File: src/hdl/lsps_pkg.sv
// Shared types, register codes and helpers of the line sensor steering block.
package lsps_pkg;

  localparam int unsigned SensW    = 8;
  localparam int unsigned GainW    = 16;
  localparam int unsigned LimW     = 7;
  localparam int unsigned DbW      = 6;
  localparam int unsigned DevW     = 7;
  localparam int unsigned IntegW   = 16;
  localparam int unsigned ProdW    = 24;
  localparam int unsigned MulAccW  = ProdW - 1;
  localparam int unsigned SteerW   = 8;
  localparam int unsigned CfgIdxW  = 3;
  localparam int unsigned CfgDataW = 16;

  // Configuration register indexes
  typedef enum logic [CfgIdxW-1:0] {
    REG_KP,
    REG_KI,
    REG_KD,
    REG_ILIM,
    REG_OLIM,
    REG_MIN_DRIVE,
    REG_DEADBAND
  } cfg_reg_e;

  // Centroid unit sequencer
  typedef enum logic [1:0] {
    CEN_IDLE,
    CEN_SCAN,
    CEN_DIV
  } cen_state_e;

  // Top level sequencer
  typedef enum logic [2:0] {
    ST_IDLE,
    ST_CENTROID,
    ST_MUL_I,
    ST_INT_CLAMP,
    ST_MUL_P,
    ST_MUL_D,
    ST_OUT_CLAMP,
    ST_FINISH
  } ctl_state_e;

  // Centroid result handed to the controller
  typedef struct packed {
    logic signed [DevW-1:0] dev;
    logic                   lost;
  } cen_res_t;

  // Weight of one sensor position, leftmost first
  function automatic logic signed [DevW-1:0] sensor_weight(input logic [2:0] idx);
    logic signed [DevW-1:0] w;
    case (idx)
      3'd0:    w = -7'sd35;
      3'd1:    w = -7'sd25;
      3'd2:    w = -7'sd15;
      3'd3:    w = -7'sd5;
      3'd4:    w = 7'sd5;
      3'd5:    w = 7'sd15;
      3'd6:    w = 7'sd25;
      3'd7:    w = 7'sd35;
      default: w = '0;
    endcase
    return w;
  endfunction

  // Saturate a Q.8 value to +-lim whole units
  function automatic logic signed [ProdW-1:0] clamp_sym(input logic signed [ProdW-1:0] v,
                                                        input logic [LimW-1:0] lim);
    logic signed [ProdW-1:0] bound;
    logic signed [ProdW-1:0] r;
    bound = $signed({{(ProdW-LimW-8){1'b0}}, lim, 8'b0});
    if (v > bound) begin
      r = bound;
    end else if (v < -bound) begin
      r = -bound;
    end else begin
      r = v;
    end
    return r;
  endfunction

endpackage

File: src/hdl/lsps_centroid.sv
// Bit-serial weighted centroid: scans the sensor word, then divides sum by count unless the line is lost.
module lsps_centroid (
  input  logic                                clk_i,
  input  logic                                rst_ni,
  input  logic                                start_i,
  input  logic [lsps_pkg::SensW-1:0]          sensors_i,
  input  logic signed [lsps_pkg::DevW-1:0]    prev_dev_i,
  output logic                                done_o,
  output lsps_pkg::cen_res_t                  res_o
);

  lsps_pkg::cen_state_e state_q, state_d;
  logic [lsps_pkg::SensW-1:0] sens_q, sens_d;
  logic [2:0]                 idx_q, idx_d;
  logic signed [8:0]          sum_q, sum_d;
  logic [3:0]                 cnt_q, cnt_d;
  logic [7:0]                 dvd_q, dvd_d;
  logic [2:0]                 rem_q, rem_d;
  logic                       neg_q, neg_d;
  logic                       done_q, done_d;
  lsps_pkg::cen_res_t         res_q, res_d;

  logic signed [8:0] sum_nx;
  logic [3:0]        cnt_nx;
  logic [8:0]        sum_mag;
  logic [3:0]        rem_sh;
  logic [3:0]        divisor;
  logic              ge;
  logic [7:0]        quot;

  // Hold state and control
  always_ff @(posedge clk_i or negedge rst_ni) begin
    if (!rst_ni) begin
      state_q <= lsps_pkg::CEN_IDLE;
      done_q  <= 1'b0;
    end else begin
      state_q <= state_d;
      done_q  <= done_d;
    end
  end

  // Hold datapath
  always_ff @(posedge clk_i) begin
    sens_q <= sens_d;
    idx_q  <= idx_d;
    sum_q  <= sum_d;
    cnt_q  <= cnt_d;
    dvd_q  <= dvd_d;
    rem_q  <= rem_d;
    neg_q  <= neg_d;
    res_q  <= res_d;
  end

  // Accumulate one sensor bit and take one quotient bit per cycle
  always_comb begin
    state_d = state_q;
    sens_d  = sens_q;
    idx_d   = idx_q;
    sum_d   = sum_q;
    cnt_d   = cnt_q;
    dvd_d   = dvd_q;
    rem_d   = rem_q;
    neg_d   = neg_q;
    done_d  = 1'b0;
    res_d   = res_q;

    sum_nx  = sens_q[0] ? sum_q + 9'(lsps_pkg::sensor_weight(idx_q)) : sum_q;
    cnt_nx  = sens_q[0] ? cnt_q + 4'd1 : cnt_q;
    sum_mag = sum_nx[8] ? 9'(-sum_nx) : 9'(sum_nx);

    divisor = {1'b0, cnt_q[2:0]};
    rem_sh  = {rem_q, dvd_q[7]};
    ge      = (rem_sh >= divisor);
    quot    = {dvd_q[6:0], ge};

    case (state_q)
      lsps_pkg::CEN_IDLE: begin
        if (start_i) begin
          sens_d  = sensors_i;
          idx_d   = '0;
          sum_d   = '0;
          cnt_d   = '0;
          state_d = lsps_pkg::CEN_SCAN;
        end
      end
      lsps_pkg::CEN_SCAN: begin
        sum_d  = sum_nx;
        cnt_d  = cnt_nx;
        sens_d = sens_q >> 1;
        idx_d  = idx_q + 3'd1;
        if (idx_q == 3'd7) begin
          if (cnt_nx == 4'd0 || cnt_nx == 4'd8) begin
            // line lost: hold the last deviation
            res_d.dev  = prev_dev_i;
            res_d.lost = 1'b1;
            done_d     = 1'b1;
            state_d    = lsps_pkg::CEN_IDLE;
          end else begin
            dvd_d   = sum_mag[7:0];
            neg_d   = sum_nx[8];
            rem_d   = '0;
            state_d = lsps_pkg::CEN_DIV;
          end
        end
      end
      lsps_pkg::CEN_DIV: begin
        rem_d = ge ? 3'(rem_sh - divisor) : rem_sh[2:0];
        dvd_d = quot;
        idx_d = idx_q + 3'd1;
        if (idx_q == 3'd7) begin
          // quotient magnitude stays below 64; apply sign for truncation toward zero
          res_d.dev  = neg_q ? -$signed({1'b0, quot[5:0]}) : $signed({1'b0, quot[5:0]});
          res_d.lost = 1'b0;
          done_d     = 1'b1;
          state_d    = lsps_pkg::CEN_IDLE;
        end
      end
      default: state_d = lsps_pkg::CEN_IDLE;
    endcase
  end

  assign done_o = done_q;
  assign res_o  = res_q;

endmodule

File: src/hdl/lsps_mul.sv
// Shift-add multiplier: unsigned gain times signed 8-bit factor, one factor bit per cycle.
module lsps_mul (
  input  logic                                 clk_i,
  input  logic                                 rst_ni,
  input  logic                                 start_i,
  input  logic [lsps_pkg::GainW-1:0]           gain_i,
  input  logic signed [7:0]                    mplier_i,
  output logic                                 done_o,
  output logic signed [lsps_pkg::ProdW-1:0]    prod_o
);

  logic                          busy_q, busy_d;
  logic                          done_q, done_d;
  logic [2:0]                    cnt_q, cnt_d;
  logic [lsps_pkg::MulAccW-1:0]  mcand_q, mcand_d;
  logic [lsps_pkg::MulAccW-1:0]  acc_q, acc_d;
  logic [6:0]                    mplier_q, mplier_d;
  logic                          neg_q, neg_d;
  logic [7:0]                    mag8;

  // Hold control
  always_ff @(posedge clk_i or negedge rst_ni) begin
    if (!rst_ni) begin
      busy_q <= 1'b0;
      done_q <= 1'b0;
    end else begin
      busy_q <= busy_d;
      done_q <= done_d;
    end
  end

  // Hold datapath
  always_ff @(posedge clk_i) begin
    cnt_q    <= cnt_d;
    mcand_q  <= mcand_d;
    acc_q    <= acc_d;
    mplier_q <= mplier_d;
    neg_q    <= neg_d;
  end

  // Load operands, then add the shifted gain for each set factor bit
  always_comb begin
    busy_d   = busy_q;
    done_d   = 1'b0;
    cnt_d    = cnt_q;
    mcand_d  = mcand_q;
    acc_d    = acc_q;
    mplier_d = mplier_q;
    neg_d    = neg_q;
    mag8     = mplier_i[7] ? 8'(-mplier_i) : 8'(mplier_i);

    if (!busy_q) begin
      if (start_i) begin
        mcand_d  = lsps_pkg::MulAccW'(gain_i);
        mplier_d = mag8[6:0];
        acc_d    = '0;
        neg_d    = mplier_i[7];
        cnt_d    = '0;
        busy_d   = 1'b1;
      end
    end else begin
      if (mplier_q[0]) begin
        acc_d = acc_q + mcand_q;
      end
      mcand_d  = mcand_q << 1;
      mplier_d = mplier_q >> 1;
      cnt_d    = cnt_q + 3'd1;
      if (cnt_q == 3'd6) begin
        busy_d = 1'b0;
        done_d = 1'b1;
      end
    end
  end

  assign done_o = done_q;
  assign prod_o = neg_q ? -$signed({1'b0, acc_q}) : $signed({1'b0, acc_q});

endmodule

File: src/hdl/line_sensor_pid_steering_top.sv
// Top level of the line sensor steering block: centroid, PID sequencing and output register.
//
//  channel   | direction | payload
//  ----------+-----------+-------------------------------------------------
//  s_axis    | in        | tdata[7:0] sensors
//  m_axis    | out       | tdata[7:0] steer, [14:8] deviation; tuser line_lost
//  cfg       | in        | cfg_we_i, cfg_idx_i register index, cfg_wdata_i
//
// Each accepted word goes through the sensor scan and the bit-serial division in
// the centroid unit (the division is skipped when the line is lost), then through
// three passes of the shared shift-add multiplier for the I, P and D products.
// Reset restores the register defaults and clears the previous deviation and integral.
// A finished word waits in the output register; a new word is taken meanwhile and
// its result is held back only until the output register is free.
module line_sensor_pid_steering_top (
  input  logic                                clk_i,
  input  logic                                rst_ni,
  // sensor words
  input  logic                                s_axis_tvalid,
  output logic                                s_axis_tready,
  input  logic [7:0]                          s_axis_tdata,   // [7:0] sensors
  // steering words
  output logic                                m_axis_tvalid,
  input  logic                                m_axis_tready,
  output logic [15:0]                         m_axis_tdata,   // [7:0] steer, [14:8] deviation
  output logic                                m_axis_tuser,   // [0] line_lost
  // configuration writes
  input  logic                                cfg_we_i,
  input  logic [lsps_pkg::CfgIdxW-1:0]        cfg_idx_i,
  input  logic [lsps_pkg::CfgDataW-1:0]       cfg_wdata_i
);

  // Configuration registers
  logic [lsps_pkg::GainW-1:0] kp_q, ki_q, kd_q;
  logic [lsps_pkg::LimW-1:0]  ilim_q, olim_q, md_q;
  logic [lsps_pkg::DbW-1:0]   db_q;

  lsps_pkg::ctl_state_e state_q, state_d;
  logic signed [lsps_pkg::DevW-1:0]   dev_q, dev_d;
  logic                               lost_q, lost_d;
  logic                               in_band_q, in_band_d;
  logic signed [lsps_pkg::DevW-1:0]   prev_q, prev_d;
  logic signed [lsps_pkg::IntegW-1:0] integ_q, integ_d;
  logic signed [lsps_pkg::ProdW-1:0]  sum_q, sum_d;
  logic                               out_valid_q, out_valid_d;
  logic [lsps_pkg::SteerW-1:0]        steer_q, steer_d;
  logic [lsps_pkg::DevW-1:0]          out_dev_q, out_dev_d;
  logic                               out_lost_q, out_lost_d;

  logic                               accept;
  logic                               cen_done;
  lsps_pkg::cen_res_t                 cen_res;
  logic                               mul_start;
  logic [lsps_pkg::GainW-1:0]         mul_gain;
  logic signed [7:0]                  mul_mplier;
  logic                               mul_done;
  logic signed [lsps_pkg::ProdW-1:0]  mul_prod;

  logic [lsps_pkg::DevW-1:0]          cen_mag;
  logic signed [7:0]                  diff;
  logic [lsps_pkg::ProdW-1:0]         out_mag;
  logic [lsps_pkg::LimW-1:0]          whole;

  assign accept = s_axis_tvalid && s_axis_tready;

  lsps_centroid u_centroid (
    .clk_i      (clk_i),
    .rst_ni     (rst_ni),
    .start_i    (accept),
    .sensors_i  (s_axis_tdata),
    .prev_dev_i (prev_q),
    .done_o     (cen_done),
    .res_o      (cen_res)
  );

  lsps_mul u_mul (
    .clk_i    (clk_i),
    .rst_ni   (rst_ni),
    .start_i  (mul_start),
    .gain_i   (mul_gain),
    .mplier_i (mul_mplier),
    .done_o   (mul_done),
    .prod_o   (mul_prod)
  );

  // Write configuration registers
  always_ff @(posedge clk_i or negedge rst_ni) begin
    if (!rst_ni) begin
      kp_q   <= 16'd179;
      ki_q   <= 16'd0;
      kd_q   <= 16'd51;
      ilim_q <= 7'd30;
      olim_q <= 7'd10;
      md_q   <= 7'd3;
      db_q   <= 6'd1;
    end else if (cfg_we_i) begin
      case (lsps_pkg::cfg_reg_e'(cfg_idx_i))
        lsps_pkg::REG_KP:        kp_q   <= cfg_wdata_i;
        lsps_pkg::REG_KI:        ki_q   <= cfg_wdata_i;
        lsps_pkg::REG_KD:        kd_q   <= cfg_wdata_i;
        lsps_pkg::REG_ILIM:      ilim_q <= cfg_wdata_i[lsps_pkg::LimW-1:0];
        lsps_pkg::REG_OLIM:      olim_q <= cfg_wdata_i[lsps_pkg::LimW-1:0];
        lsps_pkg::REG_MIN_DRIVE: md_q   <= cfg_wdata_i[lsps_pkg::LimW-1:0];
        lsps_pkg::REG_DEADBAND:  db_q   <= cfg_wdata_i[lsps_pkg::DbW-1:0];
        default: ;
      endcase
    end
  end

  // Hold control and controller state
  always_ff @(posedge clk_i or negedge rst_ni) begin
    if (!rst_ni) begin
      state_q     <= lsps_pkg::ST_IDLE;
      prev_q      <= '0;
      integ_q     <= '0;
      out_valid_q <= 1'b0;
    end else begin
      state_q     <= state_d;
      prev_q      <= prev_d;
      integ_q     <= integ_d;
      out_valid_q <= out_valid_d;
    end
  end

  // Hold working and output payload
  always_ff @(posedge clk_i) begin
    dev_q      <= dev_d;
    lost_q     <= lost_d;
    in_band_q  <= in_band_d;
    sum_q      <= sum_d;
    steer_q    <= steer_d;
    out_dev_q  <= out_dev_d;
    out_lost_q <= out_lost_d;
  end

  // Sequence the PID terms through the shared multiplier
  always_comb begin
    state_d     = state_q;
    dev_d       = dev_q;
    lost_d      = lost_q;
    in_band_d   = in_band_q;
    prev_d      = prev_q;
    integ_d     = integ_q;
    sum_d       = sum_q;
    steer_d     = steer_q;
    out_dev_d   = out_dev_q;
    out_lost_d  = out_lost_q;
    out_valid_d = out_valid_q && !m_axis_tready;
    mul_start   = 1'b0;
    mul_gain    = ki_q;
    mul_mplier  = 8'(dev_q);

    cen_mag = cen_res.dev[lsps_pkg::DevW-1] ? 7'(-cen_res.dev) : 7'(cen_res.dev);
    diff    = 8'(dev_q) - 8'(prev_q);
    out_mag = sum_q[lsps_pkg::ProdW-1] ? 24'(-sum_q) : 24'(sum_q);
    whole   = out_mag[14:8];
    if (whole != '0 && whole < md_q) begin
      whole = md_q;
    end

    s_axis_tready = (state_q == lsps_pkg::ST_IDLE);

    case (state_q)
      lsps_pkg::ST_IDLE: begin
        if (accept) begin
          state_d = lsps_pkg::ST_CENTROID;
        end
      end
      lsps_pkg::ST_CENTROID: begin
        if (cen_done) begin
          dev_d      = cen_res.dev;
          lost_d     = cen_res.lost;
          in_band_d  = (cen_mag <= {1'b0, db_q});
          mul_start  = 1'b1;
          mul_gain   = ki_q;
          mul_mplier = 8'(cen_res.dev);
          state_d    = lsps_pkg::ST_MUL_I;
        end
      end
      lsps_pkg::ST_MUL_I: begin
        if (mul_done) begin
          // clear the integral inside the deadband
          sum_d   = in_band_q ? '0 : 24'(integ_q) + mul_prod;
          state_d = lsps_pkg::ST_INT_CLAMP;
        end
      end
      lsps_pkg::ST_INT_CLAMP: begin
        integ_d    = 16'(lsps_pkg::clamp_sym(sum_q, ilim_q));
        mul_start  = 1'b1;
        mul_gain   = kp_q;
        mul_mplier = 8'(dev_q);
        state_d    = lsps_pkg::ST_MUL_P;
      end
      lsps_pkg::ST_MUL_P: begin
        if (mul_done) begin
          sum_d      = 24'(integ_q) + mul_prod;
          mul_start  = 1'b1;
          mul_gain   = kd_q;
          mul_mplier = diff;
          state_d    = lsps_pkg::ST_MUL_D;
        end
      end
      lsps_pkg::ST_MUL_D: begin
        if (mul_done) begin
          sum_d   = sum_q + mul_prod;
          prev_d  = dev_q;
          state_d = lsps_pkg::ST_OUT_CLAMP;
        end
      end
      lsps_pkg::ST_OUT_CLAMP: begin
        sum_d   = lsps_pkg::clamp_sym(sum_q, olim_q);
        state_d = lsps_pkg::ST_FINISH;
      end
      lsps_pkg::ST_FINISH: begin
        // load the output register once it is free
        if (!out_valid_q || m_axis_tready) begin
          steer_d     = sum_q[lsps_pkg::ProdW-1] ? 8'(-{1'b0, whole}) : 8'({1'b0, whole});
          out_dev_d   = dev_q;
          out_lost_d  = lost_q;
          out_valid_d = 1'b1;
          state_d     = lsps_pkg::ST_IDLE;
        end
      end
      default: state_d = lsps_pkg::ST_IDLE;
    endcase
  end

  assign m_axis_tvalid = out_valid_q;
  assign m_axis_tdata  = {1'b0, out_dev_q, steer_q};
  assign m_axis_tuser  = out_lost_q;

endmodule

File: config.mk
export PLATFORM = sky130hd
export DESIGN_NAME = line_sensor_pid_steering_top
export DESIGN_NICKNAME = d
export VERILOG_FILES = /design/src/hdl/lsps_pkg.sv /design/src/hdl/lsps_centroid.sv /design/src/hdl/lsps_mul.sv /design/src/hdl/line_sensor_pid_steering_top.sv
export SDC_FILE = /design/constraint.sdc
export NUM_CORES = 1
export LEC_CHECK = 0
export BUFFER_PORTS_ARGS = -buffer_cell sky130_fd_sc_hd__buf_2
export CORE_MARGIN = 5
export CORE_UTILIZATION = 55
export DETAILED_ROUTE_END_ITERATION = 7
export PLACE_DENSITY = 0.69
export RECOVER_POWER = 100
export SETUP_SLACK_MARGIN = 0.02
export SLEW_MARGIN = 5
export SYNTH_ARGS = -nofsm -noshare
export SYNTH_HDL_FRONTEND = slang
export SYNTH_SLANG_ARGS = --single-unit
File: constraint.sdc
create_clock -name clk_i -period 12.8 [get_ports clk_i]
set_clock_uncertainty 0.1 [all_clocks]
set_input_delay 0.64 -clock clk_i [delete_from_list [all_inputs] [get_ports clk_i]]
set_output_delay 0.64 -clock clk_i [all_outputs]
set_load 0.01 [all_outputs]
# Word-level counts from Yosys, hierarchy flattened
# Memory sizes are Yosys's and may differ from the RTL's. A register that Yosys moved wholly into a read port is not among the register bits.
# Index checks and enable logic that the tools add are counted.
# totals
mem_bits_rw	0
register_bits	257
mem_count	1
input_bits	32
rom_bits	48
latch_bits	0
wordCells	216
# classes
addsub	19
reduce_logical	38
n_div	0
bitwise	2
mul	0
magnitude_cmp	7
shifts	0
mux	79
n_eq_ne	31
# mem_list
memory	words	word_bits	read_ports	rd_ports_with_merged_regs	wr	line	text
(no name shown)	8	6	1	1	0	lsps_pkg.sv:55	case (idx)
# op_table
cell	n
24-bit two-way mux	7
23-bit two-way mux	5
24-bit case mux with 4 select lines	1
8-bit two-way mux	9
8-bit case mux with 2 select lines	4
24-bit adder	2
24-bit by 16-bit > comparator with 1-bit output	2
24-bit less-than comparator	2
16-bit two-way mux	3
15-bit negation with 24-bit output	2
3-bit two-way mux	13
7-bit two-way mux	5
16-bit case mux with 2 select lines	1
2-bit AND reduction	14
3-bit == test, second input constant	9
16-bit by 24-bit adder with 24-bit output	1
23-bit negation with 24-bit output	1
3-bit case mux with 8 select lines	1
23-bit adder	1
9-bit two-way mux	2
9-bit case mux with 2 select lines	1
2-bit by 1-bit != test with 1-bit output, second input constant	8
15-bit two-way mux	1
15-bit negation	1
other kinds (43)	80

# Logic depth before layout (Yosys ltp)
# Gate-level depths: netlist of run 1.
# logic_depth
ltp_word	7
ltp_mapped	18

# Hierarchy
# Synthesis of run 1 repeated with hierarchy kept, for this count alone.
# hier_totals
hier_cells	1877
hier_area_um2	18502.7
# by_module_without_submodules
mod	area_each_um2	cells_each	instances
line_sensor_pid_steering_top	11374.7	1195	1
lsps_mul	3892.5	377	1
lsps_centroid	3235.6	305	1

# Worst setup path before layout of run 1
# Ideal clock, no wire load.
# synth_timing
kind	register to register
startpoint	register u_mul.acc_q[3] (netlist name)
endpoint	register sum_q[23] (netlist name) (data pin)
setup_slack_ns	8.219
n_path_buf	0
setup_time_ns	0.272
arrival_time_ns	4.209
path_stages_with_launch	15
period_less_slack_ns	4.581
cell_sequence	edfxtp_1 -> or3_4 -> or3_1 -> or3_2 -> or2_2 -> o41ai_2 -> xnor2_1 -> ha_1 -> and3_1 -> and2_1 -> a221oi_1 -> o21ai_0 -> nand2_1 -> mux2i_1 -> or4_1
# synth_between
elab_chain_len	6
elab_cells_between_ends	10
# synth_rtl
element	line	text
start, declared	lsps_mul.sv:16	logic [lsps_pkg::MulAccW-1:0] acc_q, acc_d;
start signal, assigned	lsps_mul.sv:36	acc_q <= acc_d;
23-bit negation with 24-bit output	lsps_mul.sv:76	assign prod_o = neg_q ? -$signed({1'b0, acc_q}) : $signed({1'b0, acc_q});
24-bit two-way mux *	lsps_mul.sv:76	
24-bit adder	line_sensor_pid_steering_top.sv:183	sum_d = in_band_q ? '0 : 24'(integ_q) + mul_prod;
24-bit two-way mux	line_sensor_pid_steering_top.sv:183	
24-bit two-way mux	line_sensor_pid_steering_top.sv:181	if (mul_done) begin
24-bit case mux with 4 select lines *	line_sensor_pid_steering_top.sv:163	case (state_q)
via sum_d, one bit	line_sensor_pid_steering_top.sv:44	logic signed [lsps_pkg::ProdW-1:0] sum_q, sum_d;
end signal, assigned	line_sensor_pid_steering_top.sv:130	sum_q <= sum_d;
end, declared	line_sensor_pid_steering_top.sv:44	
# Mark *: on every way through the listed nets, which the timed path passes. The rest lies on a longest branch. The select of a mux whose other input is x is not followed.
# A chain may end at the register's enable or synchronous reset.

# Final worst setup path of run 1
# layout_timing
startpoint	register state_q[2]
endpoint	register sum_q[23] (netlist name) (data pin)
# layout_between
elab_chain_len	2
elab_cells_between_ends	5
# layout_rtl
element	line	text
start, declared	line_sensor_pid_steering_top.sv:38	lsps_pkg::ctl_state_e state_q, state_d;
start signal, assigned	line_sensor_pid_steering_top.sv:113	state_q <= lsps_pkg::ST_IDLE;
start signal, assigned	line_sensor_pid_steering_top.sv:118	state_q <= state_d;
3-bit == test or 3-bit by 2-bit == test with 1-bit output (tied branches)	line_sensor_pid_steering_top.sv:163	
24-bit case mux with 4 select lines *	line_sensor_pid_steering_top.sv:163	
via sum_d, one bit	line_sensor_pid_steering_top.sv:44	
# Mark *: on every way through the listed nets, which the timed path passes. The rest lies on a longest branch.

==> results.json, run 1 <==
{
  "syn2layout_area_growth_pct": 8.68,
  "nets": 2060,
  "dr.pass1.iters": 5,
  "nFillCells": 2784,
  "numCtsBuffers": 29,
  "cts_max_path_buffers": 3,
  "antenna_found_initial": 1,
  "drive_above_1_share_pct": 11.8,
  "ys_types": 87,
  "syn_nets": 2021,
  "final_cell_mix": "nand2_1, ha_1, edfxtp_1",
  "violations": "capacitance limit, slew limit",
  "hold_buffers": 0,
  "final_core_util_pct": 60.4,
  "hold_viol_final": 0,
  "vias_per_cell": 5.95,
  "ant_nets": 0,
  "critPathLaunchType": "register",
  "synthArstFlopShare_pct": 40.8,
  "pwr_density_cell_nw_per_um2": 311,
  "slew-limit-headroom_pct": -139,
  "h-tree-depth": 1,
  "ir_drop_mv": 0.184,
  "start_util_pct": 55.6,
  "gr-total-overflow": 0,
  "synth_ff_type": "edfxtp_1",
  "dieWidth_um": 191,
  "min_path_type": "primary input to register",
  "fin_crit_sh_pct": 47.0,
  "syn_inst": 1817,
  "dieHeight_um": 191,
  "clkLatencyLatePin_ns": 0.56,
  "layout_min_cycle_time_ns": 6.02,
  "vias": 13799,
  "leakagePower_nw": 8.43,
  "initialDrtViolationCount": 938,
  "crit_required_ns": 13.00,
  "cts.repair.resized": 0,
  "fp.dieArea_um2": 36600,
  "ys_seq_area_share_pct": 40.2,
  "fin_tns_setup_ns": 0,
  "dpl.hpwl_um": 32300,
  "globalRouteTotalUtil_pct": 23.8,
  "drv_cap": 5,
  "pin_count": 51,
  "gp_congestion": 0.938,
  "crit_arrival_ns": 6.22,
  "synth_edf_count": 147,
  "rsz0062_at_grt": "false",
  "cp-end-kind": "register",
  "clock_sinks": 262,
  "io_buffers": 49,
  "clockRootBuffer": "clkbuf_16",
  "dp_slack_ns": 7.66,
  "status": "finished, violations left",
  "wirelength_um": 43600,
  "avgSynthCellArea_um2": 9.95,
  "slew_violations": 186,
  "post_cts_buffers": 0,
  "grt_max_degree": 60,
  "mostFrequentLayoutCell": "nand2_1",
  "cts_tree": "built",
  "diodes": 0,
  "wire_per_inst_um": 18.8,
  "grt_pass1_vias": 13697,
  "critPathKind": "register to register",
  "fin_ws_ns": 6.78,
  "grt_pass1_wl_um": 71200,
  "setup_viol": 0,
  "yosysWarnings": 0,
  "tightest_slew_ns": 3.59,
  "cts.clk_slew.worst_paths_ns": 0.06,
  "cp_max_fo": 24,
  "syn_area_um2": 18100,
  "core-area_um2": 32500,
  "route.detailed.drc": 0,
  "max_freq_ghz": 0.166,
  "rows": 66,
  "synth_seq_cells": 262
}
## critical path, cell delays in order (launching register included)
cell and delay [ns]:
dfrtp_1 0.70, nor2b_1 0.20, clkbuf_1 0.70, and2_0 1.12
o21ai_0 0.37, ha_1 0.39, a211oi_1 0.29, o21ai_0 0.19
nand3b_1 0.17, a31oi_1 0.17, a221oi_1 0.43, o21ai_0 0.25
nand2_1 0.14, mux2i_1 0.07, or4_1 0.47
## cell usage after synthesis (7+ instances only)
master    count  area share [%]
a21o_1       52             2.2
a211oi_1      9            0.37
nand2b_1     23            0.80
o21ai_0     124             3.4
clkbuf_1     55             1.1
inv_1        90             1.9
nor2b_1      29             1.0
or3_1        10            0.35
ha_1        166              11
a22o_1       20            0.97
a21oi_1     116             3.2
a22oi_1       8            0.33
nor3b_1       7            0.29
nor4_1       10            0.35
o211ai_1     17            0.71
mux2_2       87             5.4
or2_2        11            0.38
edfxtp_1    147              24
nor2_1       93             1.9
and2_1       25            0.86
nor3_1       32            0.89
dfxtp_1       8            0.89
nand3_1      26            0.72
and3_1       22            0.76
nand2_1     182             3.8
a31o_2        7            0.34
xnor2_1      77             3.7
o21bai_1     11            0.46
xor2_1       49             2.4
o21a_1       23            0.95
o22ai_1       9            0.31
o31ai_1      11            0.46
nand4_1      10            0.35
dfstp_2      18             2.6
a31oi_1      11            0.38
mux2i_1      26             1.4
dfrtp_1      89              12
## routing by layer
| metal | global-route usage (%) | wire length, µm | up-vias |
|---|---|---|---|
| met5 | 0 | 0 | - |
| met4 | 5.99 | 1000 | 0 |
| met3 | 3.27 | 2400 | 67 |
| met2 | 39.2 | 20000 | 334 |
| met1 | 33.4 | 20200 | 6662 |
| li1 | - | - | 6736 |
## cell type report
| type | count | area [µm²] | share of cell area [%] |
|---|---|---|---|
| Clock inverter | 18 | 183 | 0.930 |
| Multi-Input combinational cell | 1400 | 10200 | 51.8 |
| Inverter | 91 | 342 | 1.74 |
| Sequential cell | 262 | 7270 | 37.0 |
| Clock buffer | 36 | 772 | 3.93 |
| Timing Repair Buffer | 72 | 339 | 1.73 |
| Tap cell | 442 | 553 | 2.81 |
## registers in the layout, indices dropped and copies added (netlist names), 8 cells and up, named ones only
name and count:
u_mul.mcand_q 23, sum_q 24, u_centroid.sum_q 9, u_mul.acc_q 23, kp_q 16, integ_q 16
kd_q 16, steer_q 8, ki_q 16, u_centroid.dvd_q 8, u_centroid.res_o 8, u_centroid.sens_q 8
## report_power, final
group	total, mW	leakage [nW]	switching (mW)	internal [mW]
clock	0.839	0.476	0.349	0.490
sequential	1.79	2.79	0.349	1.44
combinational	3.48	5.17	2.00	1.48
## logic make-up after synthesis
group | after synthesis | share of synthesized area (%)
other | 1 | 0.0207
AOI/OAI and AO/OA | 478 | 17.1
adders and majority gates | 172 | 12.2
and+or+nand+nor | 509 | 13.9
muxes | 114 | 6.98
xor gates and xnor gates | 126 | 6.10
buffers and inverters | 155 | 3.47
DFF | 262 | 40.2
## through the flow
step                hold slack, ns  power [mW]  instances  instance area, µm²
floorplan                    0.244        4.42       1817               18100
global placement             0.300        5.16       2267               18800
detailed placement           0.305        5.26       2267               18800
CTS                          0.108        6.12       2321               19800
global route                 0.224        6.64       2321               19700
finish                       0.241        6.11       2321               19700
## final timing paths
| kind | start | end | slack (ns) | cells after the start |
|---|---|---|---|---|
| hold reg to reg | lost_q$_DFFE_PP_ | m_axis_tuser$_DFFE_PP_ | 0.32 | 0 |
| min in group asynchronous | rst_ni | md_q[3]$_DFFE_PN0P_ | 1.20 | 1 |
| setup / recovery | state_q[2]$_DFFE_PN0P_ | sum_q[23]$_DFFE_PP_ | 6.78 | 14 |
| setup reg to reg | state_q[2]$_DFFE_PN0P_ | sum_q[23]$_DFFE_PP_ | 6.78 | 14 |
| hold / removal | cfg_wdata_i[9] | kd_q[9]$_DFFE_PN0P_ | 0.24 | 2 |
| max in group asynchronous | rst_ni | ki_q[15]$_DFFE_PN0P_ | 7.71 | 2 |
(Power assumes the default switching activity.)
==> run 2: changes to the inputs <==
--- a/config.mk
+++ b/config.mk
@@ -5,11 +5,12 @@
 export SDC_FILE = /design/constraint.sdc
 export NUM_CORES = 1
 export LEC_CHECK = 0
+export ABC_AREA = 1
 export BUFFER_PORTS_ARGS = -buffer_cell sky130_fd_sc_hd__buf_2
 export CORE_MARGIN = 5
 export CORE_UTILIZATION = 55
 export DETAILED_ROUTE_END_ITERATION = 7
-export PLACE_DENSITY = 0.69
+export PLACE_DENSITY = 0.71
 export RECOVER_POWER = 100
 export SETUP_SLACK_MARGIN = 0.02
 export SLEW_MARGIN = 5
==> constraint.sdc (replaced) <==
create_clock -name clk_i -period 4.9 [get_ports clk_i]
set_clock_uncertainty 0.1 [all_clocks]
set_input_delay 0.245 -clock clk_i [delete_from_list [all_inputs] [get_ports clk_i]]
set_output_delay 0.245 -clock clk_i [all_outputs]
set_load 0.01 [all_outputs]
==> results.json, run 2 <==
{
  "clockRootBuffer": "clkbuf_16",
  "nets": 2580,
  "gp_congestion": 0.978,
  "vias_per_cell": 5.60,
  "critical_path_buf_inv_count": 4,
  "numCtsBuffers": 30,
  "critPathSlowestCell": "nor2_1",
  "grt_max_degree": 62,
  "reg_top3": "sum_q (24), u_mul.acc_q (23), u_mul.mcand_q (23)",
  "ir_drop_mv": 0.451,
  "cts.clk_slew.worst_paths_ns": 0.06,
  "wire_per_inst_um": 17.0,
  "synth_seq_cells": 262,
  "pin_count": 51,
  "swShare_pct": 48.5,
  "dpl.hpwl_um": 36800,
  "r2r_end": "sum_q[20]$_DFFE_PP_",
  "io_buffers": 49,
  "post_cts_buffers": 0,
  "route.detailed.drc": 0,
  "cp_common_cell": "nand2_1",
  "setup_viol": 0,
  "rrSetupSlack_ns": 0.52,
  "clkLatencyLatePin_ns": 0.56,
  "grt_pass1_wl_um": 77900,
  "cts_max_path_buffers": 3,
  "synth_top_cell_area_share_pct": 24.1,
  "clock_sinks": 262,
  "rsz0062_at_grt": "false",
  "worstHoldPathCells": 3,
  "synth_edf_count": 147,
  "h-tree-depth": 1,
  "gr-total-overflow": 0,
  "leakagePower_nw": 9.36,
  "diodes": 0,
  "crit_family": "simple AND/OR/NAND/NOR gates",
  "dieHeight_um": 193,
  "violations": "capacitance limit, slew limit",
  "cpPeakStageDelay_ns": 0.49,
  "syn_inst": 2311,
  "grt_pass1_vias": 15154,
  "cts_tree": "built",
  "vias": 15901,
  "synth_area_leaders": "edfxtp_1, dfrtp_1, ha_1",
  "cp-end-kind": "register",
  "p_clk_share_pct": 14.7,
  "synth_ff_type": "edfxtp_1",
  "ys_seq_area_share_pct": 39.6,
  "crit_required_ns": 5.10,
  "syn_area_um2": 18400,
  "critPathKind": "register to register",
  "synthTopCellsByCount": "nand2_1, inv_1, o21ai_0",
  "dpl_cell_area_um2": 19100,
  "cp_max_fo": 19,
  "fin_tns_setup_ns": 0,
  "syn2layout_area_growth_pct": 9.79,
  "ys_types": 64,
  "rows": 66,
  "timing.rr.start": "state_q[2]$_DFFE_PN0P_",
  "fp.dieArea_um2": 37100,
  "intPower_mw": 7.96,
  "slew_violations": 196,
  "crit_arrival_ns": 4.58,
  "synthArstFlopShare_pct": 40.8,
  "core-area_um2": 32700,
  "final_cell_mix": "nand2_1, inv_1, o21ai_0",
  "power_mw": 15.5,
  "drv_cap": 5,
  "yosysMostFrequentCell": "nand2_1",
  "status": "finished, violations left",
  "largest_reg_flops": 24,
  "postLayoutCellArea_um2": 20100,
  "drive_above_1_share_pct": 6.29,
  "avgSynthCellArea_um2": 7.94,
  "slew-limit-headroom_pct": -78.2,
  "seqPwrFrac_pct": 28.1,
  "dieWidth_um": 193,
  "pwr_density_cell_nw_per_um2": 767,
  "p_sw_mw": 7.49,
  "hold_buffers": 19,
  "cts.repair.resized": 0,
  "max_freq_ghz": 0.228,
  "antenna_found_initial": 0,
  "dr.pass1.iters": 5,
  "nFillCells": 2972,
  "syn_nets": 2515,
  "regMostFlops": "sum_q",
  "layout_min_cycle_time_ns": 4.38,
  "start_util_pct": 56.1,
  "globalRouteTotalUtil_pct": 25.9,
  "synth.largest_area_cell": "edfxtp_1",
  "tightest_slew_ns": 2.67,
  "yosysWarnings": 0,
  "initialDrtViolationCount": 1348,
  "hp-start": "cfg_wdata_i[0]",
  "fin_crit_sh_pct": 89.5,
  "ant_nets": 0,
  "min_path_type": "primary input to register",
  "r2r.worst_path.cells": 21,
  "combPwrFrac_pct": 57.2,
  "min_to": "ilim_q[0]$_DFFE_PN0P_",
  "wirelength_um": 48300,
  "critPathLaunchType": "register",
  "mostFrequentLayoutCell": "nand2_1",
  "final_core_util_pct": 61.6,
  "hold_viol_final": 0,
  "cp_cell_sequence": "inv_2 > nor2_1 > inv_2 > nor2_1 > buf_4 > o21ai_0 > ha_1 > fa_1 > nand3_1 > nand2_1 > nand2_1 > nand2_1 > a21oi_1 > inv_1 > nand2_1 > nand2_1 > a21boi_1 > o21ai_0 > or2_0 > nand2_1 > nand3_1"
}
## run 2: cell count changes in the layout (fill, tap and decap cells not counted), sizes merged, moves of 23 or more
cell,before,now
nand2b,23,0
nor2,93,195
a21o,53,3
inv,91,315
nand3,27,100
xnor2,77,15
a21oi,116,180
nor2b,29,0
o21ai,130,279
nand2,182,510
and2,25,1
mux2i,26,0
mux2,87,0
## run 2: final cells by class
type	instances	area, µm²	share of cell area (%)
Clock buffer	41	886	4.40
Clock inverter	15	128	0.633
Multi-Input combinational cell	1683	9630	47.8
Tap cell	442	553	2.75
Timing Repair Buffer	85	497	2.47
Sequential cell	262	7270	36.1
Inverter	314	1180	5.85
## run 2: worst max-delay path by stage
| stage | to | depth (start not counted) | from | slack [ns] |
|---|---|---|---|---|
| finish | sum_q[20]$_DFFE_PP_ | 21 | state_q[2]$_DFFE_PN0P_ | 0.52 |
| global route | sum_q[20]$_DFFE_PP_ | 21 | state_q[2]$_DFFE_PN0P_ | 0.14 |
| CTS | sum_q[19]$_DFFE_PP_ | 17 | u_mul.acc_q[1]$_SDFFCE_PN0P_ | 0.63 |
| detailed placement | sum_q[19]$_DFFE_PP_ | 17 | u_mul.acc_q[1]$_SDFFCE_PN0P_ | 0.66 |
| global placement | sum_q[19]$_DFFE_PP_ | 17 | u_mul.acc_q[1]$_SDFFCE_PN0P_ | 0.77 |
| floorplan | sum_q[0]$_DFFE_PP_ | 13 | olim_q[1]$_DFFE_PN1P_ | 1.17 |
## run 2: per-layer routing
layer  vias up  track usage, %  wire, µm
li1       7984               -         -
met1      7429            35.9     21800
met2       423            43.0     22700
met3        65            3.33      2620
met4         0            7.13      1200
met5         -               0         0
## run 2: cells by family (layout without fill, tap and decap cells)
group | Yosys count | in the layout | synth area share, %
AOI/OAI and AO/OA | 564 | 564 | 17.1
adders and majority gates | 172 | 172 | 12.0
DFF | 262 | 262 | 39.6
xor gates and xnor gates | 62 | 62 | 2.96
and+or+nand+nor | 884 | 884 | 20.7
buffers and inverters | 366 | 455 | 7.55
other | 1 | 1 | 0.0204
## run 2: metrics by stage
step	setup slack (ns)	instances	hold slack [ns]
after floorplan	1.17	2311	-0.151
after global placement	0.772	2767	0.195
after detailed placement	0.656	2767	0.199
after CTS	0.631	2842	0.0378
after global routing	0.135	2842	0.0657
final	0.517	2842	0.0450
## run 2: worst register-to-register path: cells and delay by family (launching register included)
family,cells,cell delay (ns)
compound gates,4,0.83
simple gates,11,1.57
flops,1,0.45
fa+ha+maj,2,0.68
buf+inv,4,0.50
## run 2: power groups by stage
| stage | Clock [mW] | Combinational [mW] | Sequential (mW) |
|---|---|---|---|
| global placement | 0 | 8.63 | 4.33 |
| finish | 2.28 | 8.83 | 4.34 |
| detailed placement | 0 | 8.80 | 4.36 |
| CTS | 2.31 | 8.88 | 4.33 |
| global route | 2.41 | 10.1 | 4.43 |
| floorplan | 0 | 6.72 | 4.08 |
